==> config.mk <==
export PLATFORM = sky130hd
export DESIGN_NAME = pes_header_stripper_unit
export DESIGN_NICKNAME = d
export VERILOG_FILES = /design/src/design/phs_pkg.sv /design/src/design/pes_header_stripper_unit.sv /design/src/design/phs_parser.sv /design/src/design/phs_scaler.sv
export SDC_FILE = /design/constraint.sdc
export NUM_CORES = 2
export LEC_CHECK = 0
export BUFFER_PORTS_ARGS = -buffer_cell sky130_fd_sc_hd__buf_2
export CAP_MARGIN = 20
export CORE_ASPECT_RATIO = 1.2
export CORE_UTILIZATION = 70
export DETAILED_ROUTE_END_ITERATION = 8
export PLACE_DENSITY = 0.95
export SYNTH_ARGS = -nofsm -noshare
export SYNTH_HDL_FRONTEND = slang
export SYNTH_SLANG_ARGS = --single-unit
==> constraint.sdc <==
create_clock -name clk -period 17.55 [get_ports clk]
set_clock_uncertainty 0.05 [all_clocks]
set_input_delay 3.51 -clock clk [delete_from_list [all_inputs] [get_ports clk]]
set_output_delay 3.51 -clock clk [all_outputs]
set_load 0.02 [all_outputs]
==> src/design/phs_pkg.sv <==
// Shared types and constants of the PES header stripper.
package phs_pkg;
  localparam logic [1:0] KIND_PAYLOAD = 2'd0;
  localparam logic [1:0] KIND_HEADER  = 2'd1;
  localparam logic [1:0] KIND_ERROR   = 2'd2;

  localparam logic [1:0] ERR_START  = 2'd0;
  localparam logic [1:0] ERR_LENGTH = 2'd1;
  localparam logic [1:0] ERR_MARKER = 2'd2;
  localparam logic [1:0] ERR_HDRLEN = 2'd3;

  localparam logic [0:0] CFG_TICK_MULT   = 1'b0;
  localparam logic [0:0] CFG_DELAY_LIMIT = 1'b1;

  localparam logic [7:0] SID_PADDING = 8'hBE;

  typedef enum logic [2:0] {
    PH_DROP = 3'b001,
    PH_HDR  = 3'b010,
    PH_PAY  = 3'b100
  } phase_t;

  // Byte event (payload, header or error) handed from the parser to the timestamp stage.
  typedef struct packed {
    logic        valid;
    logic [1:0]  kind;
    logic [7:0]  payload_byte;
    logic        end_of_pes;
    logic        has_pts;
    logic [32:0] pts;
    logic [32:0] dts;
    logic        syntax_bad;
    logic [1:0]  error_code;
    logic        sync_lost;
    logic        truncated;
  } event_t;

  // Result item in port field order.
  typedef struct packed {
    logic        truncated_header;
    logic        sync_lost;
    logic [1:0]  error_code;
    logic        timestamp_syntax_bad;
    logic        delay_invalid;
    logic [31:0] pts_delay_ticks;
    logic [41:0] dts_ticks;
    logic        has_timestamp;
    logic        end_of_pes;
    logic [7:0]  payload_byte;
    logic [1:0]  result_kind;
  } result_t;

  function automatic logic header_only_id(input logic [7:0] id);
    return id == 8'hBC || id == 8'hBF || id == 8'hF0 || id == 8'hF1 ||
           id == 8'hFF || id == 8'hF2 || id == 8'hF8;
  endfunction
endpackage

==> src/design/pes_header_stripper_unit.sv <==
// Top level of the PES header stripper.
// PES header stripper: takes one PES byte per request on in_ (tdata = data_byte,
// tuser = unit_start) and returns at most one result per byte on out_.
// A byte that opens a PES start chunk restarts header parsing. The six-byte
// header and the optional header are checked; one header result (kind 1)
// carries scaled DTS and PTS-DTS delay, errors give kind 2 and drop the
// stream until the next start. Payload bytes then pass as kind 0, the byte
// that reaches the declared PES size marked with end_of_pes.
// Pipeline: parser state advances at the accepting edge, which also loads the
// event register; the scaled result then moves into the output register once
// that register is empty or taken.
// Throughput: one byte per cycle unless the receiver stalls a full pipeline, set
// by the byte state machine which updates once per accepted byte.
// Reset (rst_n low, synchronous) drops sync, restores tick_multiplier 300 and
// the delay limit 1620000000, and empties both stages.
// When the receiver stalls the output register holds its request and an empty
// event stage can still fill; in_tready falls only while both stages hold a
// request and out_tready is low.
// Configuration writes are always accepted (cfg_ready is tied high).
module pes_header_stripper_unit
  import phs_pkg::*;
(
  input  logic         clk,
  input  logic         rst_n,
  input  logic         in_tvalid,
  output logic         in_tready,
  input  logic [7:0]   in_tdata,    // [7:0] data_byte
  input  logic         in_tuser,    // [0] unit_start
  output logic         out_tvalid,
  input  logic         out_tready,
  // [1:0] result_kind, [9:2] payload_byte, [10] end_of_pes, [11] has_timestamp,
  // [53:12] dts_ticks, [85:54] pts_delay_ticks, [86] delay_invalid,
  // [87] timestamp_syntax_bad, [89:88] error_code, [90] sync_lost,
  // [91] truncated_header, [95:92] zero
  output logic [95:0]  out_tdata,
  input  logic         cfg_valid,
  output logic         cfg_ready,
  input  logic [0:0]   cfg_index,
  input  logic [31:0]  cfg_data
);
  logic [9:0]  tick_mult_r;
  logic [31:0] delay_limit_r;
  event_t      evt_c, evt_ld, evt_r;
  result_t     res_c, res_r;
  logic        out_vld_r;
  logic        adv_out, adv_evt, accept;

  assign cfg_ready = 1'b1;

  always_ff @(posedge clk) begin
    if (!rst_n) begin
      tick_mult_r   <= 10'd300;
      delay_limit_r <= 32'd1620000000;
    end else if (cfg_valid) begin
      unique case (cfg_index)
        CFG_TICK_MULT:   tick_mult_r   <= cfg_data[9:0];
        CFG_DELAY_LIMIT: delay_limit_r <= cfg_data;
      endcase
    end
  end

  // Stage advance: output slot frees when empty or taken.
  assign adv_out   = !out_vld_r || out_tready;
  assign adv_evt   = !evt_r.valid || adv_out;
  assign in_tready = adv_evt;
  assign accept    = in_tvalid && in_tready;

  phs_parser u_parser (
    .clk(clk), .rst_n(rst_n), .en(accept),
    .data_byte(in_tdata), .unit_start(in_tuser), .evt(evt_c)
  );

  // Keep the event only when its byte is actually taken.
  always_comb begin
    evt_ld = evt_c;
    evt_ld.valid = accept && evt_c.valid;
  end

  always_ff @(posedge clk) begin
    if (!rst_n) evt_r <= '0;
    else if (adv_evt) evt_r <= evt_ld;
  end

  phs_scaler u_scaler (
    .evt(evt_r), .tick_mult(tick_mult_r), .delay_limit(delay_limit_r), .res(res_c)
  );

  always_ff @(posedge clk) begin
    if (!rst_n) out_vld_r <= 1'b0;
    else if (adv_out) out_vld_r <= evt_r.valid;
  end
  always_ff @(posedge clk) begin
    if (adv_out) res_r <= res_c;
  end

  assign out_tvalid = out_vld_r;
  assign out_tdata  = {4'd0, res_r};
endmodule

==> src/design/phs_parser.sv <==
// Byte-level PES header state machine.
module phs_parser
  import phs_pkg::*;
(
  input  logic       clk,
  input  logic       rst_n,
  input  logic       en,
  input  logic [7:0] data_byte,
  input  logic       unit_start,
  output event_t     evt
);
  phase_t      phase_r, phase_nxt;
  logic [16:0] cnt_r, cnt_nxt;
  logic [16:0] size_r, size_nxt;
  logic [7:0]  sid_r, sid_nxt;
  logic [15:0] dlen_r, dlen_nxt;
  logic [7:0]  hlen_r, hlen_nxt;
  logic [1:0]  flags_r, flags_nxt;
  logic [32:0] pts_r, pts_nxt;
  logic [32:0] dts_r, dts_nxt;
  logic        mok_r, mok_nxt;
  logic        sync_r, sync_nxt;
  logic        sok_r, sok_nxt;
  logic        trunc_r, trunc_nxt;

  always_comb begin
    logic [16:0] i;
    logic [16:0] off;
    logic [15:0] dl;
    logic        hdr_done;
    logic [2:0]  k;
    phase_nxt = phase_r;  cnt_nxt = cnt_r;   size_nxt = size_r;
    sid_nxt = sid_r;      dlen_nxt = dlen_r; hlen_nxt = hlen_r;
    flags_nxt = flags_r;  pts_nxt = pts_r;   dts_nxt = dts_r;
    mok_nxt = mok_r;      sync_nxt = sync_r; sok_nxt = sok_r;
    trunc_nxt = trunc_r;
    evt = '0;
    hdr_done = 1'b0;
    k = '0;
    dl = '0;
    if (unit_start) begin
      if (phase_r == PH_HDR) trunc_nxt = 1'b1;
      phase_nxt = PH_HDR;
      cnt_nxt = '0; size_nxt = '0; sid_nxt = '0; dlen_nxt = '0; hlen_nxt = '0;
      flags_nxt = '0; pts_nxt = '0; dts_nxt = '0; mok_nxt = 1'b1; sok_nxt = 1'b1;
    end
    i = cnt_nxt;
    off = i - 17'd9;
    if (phase_nxt == PH_HDR) begin
      cnt_nxt = i + 17'd1;
      if (i < 17'd3) begin
        if (data_byte != ((i == 17'd2) ? 8'd1 : 8'd0)) sok_nxt = 1'b0;
      end else if (i == 17'd3) begin
        sid_nxt = data_byte;
      end else if (i == 17'd4) begin
        dlen_nxt = {data_byte, 8'd0};
      end else if (i == 17'd5) begin
        dl = {dlen_nxt[15:8], data_byte};
        dlen_nxt = dl;
        if (!sok_nxt) begin
          evt.valid = 1'b1; evt.kind = KIND_ERROR; evt.error_code = ERR_START;
        end else if (sid_nxt == SID_PADDING) begin
          phase_nxt = PH_DROP;
        end else begin
          size_nxt = (dl != 16'd0) ? ({1'b0, dl} + 17'd6) : 17'd0;
          if (header_only_id(sid_nxt)) hdr_done = 1'b1;
          else if (dl != 16'd0 && dl < 16'd3) begin
            evt.valid = 1'b1; evt.kind = KIND_ERROR; evt.error_code = ERR_LENGTH;
          end
        end
      end else if (i == 17'd6) begin
        if ((data_byte & 8'hC0) != 8'h80) begin
          evt.valid = 1'b1; evt.kind = KIND_ERROR; evt.error_code = ERR_MARKER;
        end
      end else if (i == 17'd7) begin
        flags_nxt = data_byte[7:6];
      end else begin
        if (i == 17'd8) begin
          hlen_nxt = data_byte;
          if ((dlen_nxt != 16'd0 && ({8'd0, data_byte} + 16'd3) > dlen_nxt) ||
              (flags_nxt[1] && data_byte < 8'd5) ||
              (flags_nxt == 2'b11 && data_byte < 8'd10)) begin
            evt.valid = 1'b1; evt.kind = KIND_ERROR; evt.error_code = ERR_HDRLEN;
          end
        end else if (flags_nxt[1] && off < 17'd5) begin
          k = off[2:0];
          unique case (k)
            3'd0:      pts_nxt = {30'd0, data_byte[3:1]};
            3'd1, 3'd3: pts_nxt = {pts_nxt[24:0], data_byte};
            default:   pts_nxt = {pts_nxt[25:0], data_byte[7:1]};
          endcase
          if (k == 3'd0 ? ((data_byte & 8'hE1) != 8'h21)
                        : ((k == 3'd2 || k == 3'd4) && !data_byte[0]))
            mok_nxt = 1'b0;
        end else if (flags_nxt == 2'b11 && off >= 17'd5 && off < 17'd10) begin
          k = 3'(off - 17'd5);
          unique case (k)
            3'd0:      dts_nxt = {30'd0, data_byte[3:1]};
            3'd1, 3'd3: dts_nxt = {dts_nxt[24:0], data_byte};
            default:   dts_nxt = {dts_nxt[25:0], data_byte[7:1]};
          endcase
          if ((k == 3'd0 || k == 3'd2 || k == 3'd4) && !data_byte[0]) mok_nxt = 1'b0;
        end
        if (!evt.valid && cnt_nxt >= (17'd9 + {9'd0, hlen_nxt})) hdr_done = 1'b1;
      end
      if (evt.valid) begin
        evt.sync_lost = sync_r;
        evt.truncated = trunc_nxt;
        trunc_nxt = 1'b0;
        sync_nxt = 1'b0;
        phase_nxt = PH_DROP;
      end else if (hdr_done) begin
        evt.valid = 1'b1;
        evt.kind = KIND_HEADER;
        evt.has_pts = flags_nxt[1];
        evt.pts = pts_nxt;
        evt.dts = (flags_nxt == 2'b11) ? dts_nxt : pts_nxt;
        evt.syntax_bad = flags_nxt[1] && !mok_nxt;
        evt.truncated = trunc_nxt;
        trunc_nxt = 1'b0;
        sync_nxt = 1'b1;
        phase_nxt = PH_PAY;
        if (size_nxt != 17'd0 && cnt_nxt == size_nxt) begin
          evt.end_of_pes = 1'b1;
          cnt_nxt = '0;
          size_nxt = '0;
        end
      end
    end else if (phase_nxt == PH_PAY) begin
      evt.valid = 1'b1;
      evt.kind = KIND_PAYLOAD;
      evt.payload_byte = data_byte;
      if (size_nxt != 17'd0) begin
        cnt_nxt = i + 17'd1;
        if (cnt_nxt == size_nxt) begin
          evt.end_of_pes = 1'b1;
          cnt_nxt = '0;
          size_nxt = '0;
        end
      end
    end
  end

  always_ff @(posedge clk) begin
    if (!rst_n) begin
      phase_r <= PH_DROP; cnt_r <= '0; size_r <= '0; sid_r <= '0; dlen_r <= '0;
      hlen_r <= '0; flags_r <= '0; pts_r <= '0; dts_r <= '0; mok_r <= 1'b1;
      sync_r <= 1'b0; sok_r <= 1'b1; trunc_r <= 1'b0;
    end else if (en) begin
      phase_r <= phase_nxt; cnt_r <= cnt_nxt; size_r <= size_nxt; sid_r <= sid_nxt;
      dlen_r <= dlen_nxt; hlen_r <= hlen_nxt; flags_r <= flags_nxt;
      pts_r <= pts_nxt; dts_r <= dts_nxt; mok_r <= mok_nxt; sync_r <= sync_nxt;
      sok_r <= sok_nxt; trunc_r <= trunc_nxt;
    end
  end
endmodule

==> src/design/phs_scaler.sv <==
// Timestamp scaling and delay limit check of a registered event.
module phs_scaler
  import phs_pkg::*;
(
  input  event_t      evt,
  input  logic [9:0]  tick_mult,
  input  logic [31:0] delay_limit,
  output result_t     res
);
  logic [32:0] delta;
  logic [42:0] delay;
  logic [42:0] dts_scaled;

  assign delta      = evt.pts - evt.dts;
  assign delay      = delta * tick_mult;
  assign dts_scaled = evt.dts * tick_mult;

  always_comb begin
    res = '0;
    res.result_kind      = evt.kind;
    res.payload_byte     = evt.payload_byte;
    res.end_of_pes       = evt.end_of_pes;
    res.error_code       = evt.error_code;
    res.sync_lost        = evt.sync_lost;
    res.truncated_header = evt.truncated;
    if (evt.has_pts) begin
      res.has_timestamp        = 1'b1;
      res.dts_ticks            = dts_scaled[41:0];
      res.timestamp_syntax_bad = evt.syntax_bad;
      if (delay > {11'd0, delay_limit}) res.delay_invalid = 1'b1;
      else res.pts_delay_ticks = delay[31:0];
    end
  end
endmodule

==> results.cfg <==
[yosys]
netlist_area_mm2 = 0.0409
ys_ff_latch = 360
ys_seq_area_share_pct = 19.9
synth_top_area_share_pct = 24.1
synth_enable_flop_cells = 92
netlist_instances = 4806
yosysTopAreaCell = fa_1
async_flop_share_pct = 0
ys.flop_type = dfxtp_1
synth_area_leaders = fa_1 (24%), dfxtp_1 (13%), ha_1 (7.7%), edfxtp_1 (6.7%), nand2_1 (6.7%)
yosysWarnings = 0
synth_area_per_cell_um2 = 8.52
synth_cell_type_count = 90

[critical_path]
criticalPathCategory = reg2reg
cp_max_fo = 33
critical_path.max_stage_delay_ns = 0.63
cpMaxStageDelayCell = xnor2_1
startpoint_type = register
reg2reg_depth = 42
path_delay_family = compound AO/OA/AOI/OAI gates
critPathArrivalTime_ns = 12.05
critical_path_buf_inv_count = 6
end_kind = register
worstPathRequired_ns = 17.87
cp_num_cells = 42

[routing]
drt-initial-drc-count = 4435
routed_wl_um = 119000
drc = 0
drtAntennaViolNets = 0
viasPerCell = 6.59
dr.pass1.iters = 9
vias = 36343
routedWlPerCell_um = 21.6

[floorplan]
io_pins = 146
initial_core_util_pct = 71.1
core_area_mm2 = 0.0575
die_x_um = 223
dieArea_mm2 = 0.0595
fp.dieH_um = 267
num_rows = 96

[hold_path]
hp-class = reg2reg
min_path_cells = 0

[sta]
tightest_slew_ns = 1.18
hold_viol_final = 0
final.setup.tns_ns = 0
period_share_pct = 66.8
slew_headroom_pct = 20.8
max_freq_ghz = 0.0853
setup_slack_ns = 5.82
maxSlewViolCount = 0
setup_viol = 0
period_needed_ns = 11.73
rsz0062_at_grt = false

[cells_and_area]
final_layout_size_suffix_gt1_share_pct = 6.28
area_growth_pct = 5.48
layout.nets = 5537

[cts]
cts_setup_buffers = 0
cts_sinks = 360
tritoncts = done
clkTransAtPathRegs_ns = 0.06
htree_levels = 2
numCtsBuffers = 40
cts-root-buf = clkbuf_16
cts_resized = 0
clock_path_buffers = 3
hold_buffers = 0
insertion_delay_ns = 0.60

[global_routing]
grt_max_degree = 83
antenna_found_initial = 1
grt_overflow_total = 0
grt_pass1_wl_um = 189000
grt_use_total_pct = 40.3
grt_pass1_vias = 37128

[placement]
place_ws_ns = 6.37
gp_congestion = 0.978
dp_hpwl_um = 85300
port_buffers = 140

[pwr]
irDropWorstVdd_mv = 0.100
leakage_nw = 20.0
p_per_area_mw_per_mm2 = 44.6

[run]
max-cap-violations = 0

[run_status]
status = complete, no violations
-- cell families after synthesis --
| family | Yosys count | synth area share [%] |
|---|---|---|
| buffers and inverters | 877 | 8.16 |
| adder cells (fa/ha/maj) | 745 | 31.8 |
| XOR/XNOR | 155 | 3.32 |
| multiplexers | 70 | 1.71 |
| flip-flops | 360 | 19.9 |
| AO/OA/AOI/OAI | 850 | 14.1 |
| other | 2 | 0.0183 |
| AND/OR/NAND/NOR | 1747 | 21.1 |
-- where the power goes --
| part | total (mW) | leakage (nW) | internal [mW] | switching [mW] |
|---|---|---|---|---|
| Clock | 0.880 | 0.643 | 0.490 | 0.389 |
| Sequential | 0.866 | 3.30 | 0.855 | 0.0110 |
| Combinational | 0.182 | 16.0 | 0.0504 | 0.131 |
| Total | 1.93 | 20.0 | 1.40 | 0.531 |
-- final cells by class --
type | count | area, um^2
Antenna cell | 1 | 2.50
Clock buffer | 56 | 1140
Tap cell | 735 | 920
Clock inverter | 18 | 176
Timing Repair Buffer | 179 | 1040
Inverter | 593 | 2230
Sequential cell | 360 | 8140
Multi-Input combinational cell | 3572 | 29500
Fill cell | 3727 | 14400
-- layer usage --
metal  up-vias  part of all wire (%)  GRT usage [%]
met5         -                 0.011              0
met1     17376                    35           46.5
met3       775                    11           8.50
met4         2                   7.7           27.6
met2      2525                    47           67.3
li1      15665                     -              -
-- synth_stat cells, types with 88 or more instances --
| master | count |
|---|---|
| nand2_1 | 736 |
| inv_1 | 591 |
| fa_1 | 492 |
| and2_1 | 307 |
| dfxtp_1 | 268 |
| ha_1 | 252 |
| clkbuf_1 | 249 |
| nor2_1 | 183 |
| a21oi_1 | 177 |
| o21ai_0 | 148 |
| nor2b_1 | 120 |
| xnor2_1 | 105 |
| a21boi_0 | 98 |
| edfxtp_1 | 92 |
| nor3_1 | 89 |
| a22oi_1 | 88 |
-- sequential cells by signal (all words and copies together), names as in the netlist, 2 cells and up --
| signal | cells |
|---|---|
| delay_limit_r | 32 |
| evt_r | 84 |
| out_tdata | 92 |
| tick_mult_r | 10 |
| u_parser.cnt_r | 17 |
| u_parser.dlen_r | 16 |
| u_parser.dts_r | 33 |
| u_parser.flags_r | 2 |
| u_parser.hlen_r | 8 |
| u_parser.phase_r | 3 |
| u_parser.pts_r | 33 |
| u_parser.sid_r | 8 |
| u_parser.size_r | 17 |
-- final timing paths --
kind	start	endpoint	slack [ns]
worst max-delay path	evt_r[6]	out_tdata[57]	5.82
worst min-delay path	evt_r[2]	out_tdata[88]	0.38
worst max register to register	evt_r[6]	out_tdata[57]	5.82
worst min register to register	evt_r[2]	out_tdata[88]	0.38
-- cell usage in the layout (no fill, tap or decap), types with 41 or more instances in the layout --
master,Yosys,routed
and2_1,307,306
nor3_1,89,89
mux2i_1,69,68
a22oi_1,88,88
nand2b_1,47,47
fa_1,492,492
xnor2_1,105,105
nand2_1,736,734
buf_2,12,138
dfxtp_1,268,258
edfxtp_1,92,92
clkbuf_16,0,41
inv_1,591,589
a21boi_0,98,98
nand3_1,72,71
a21o_1,48,48
nor2b_1,120,120
o21ai_0,148,148
a22o_1,52,52
a21oi_1,177,175
nor2_1,183,181
xor2_1,50,50
ha_1,252,252
-- through the flow --
step,util (%),instance area (um^2),hold slack (ns),power (mW),instances
6_report,75.1,43200,0.379,1.93,5514
4_1_cts,75.0,43200,0.381,1.91,5511
5_1_grt,75.0,43200,0.384,1.96,5513
3_5_place_dp,72.7,41800,0.368,1.05,5437
2_1_floorplan,-,40900,0.353,0.999,4809
3_3_place_gp,72.6,41800,0.363,1.05,5435
No activity file was read; power rests on OpenSTA's default activity.
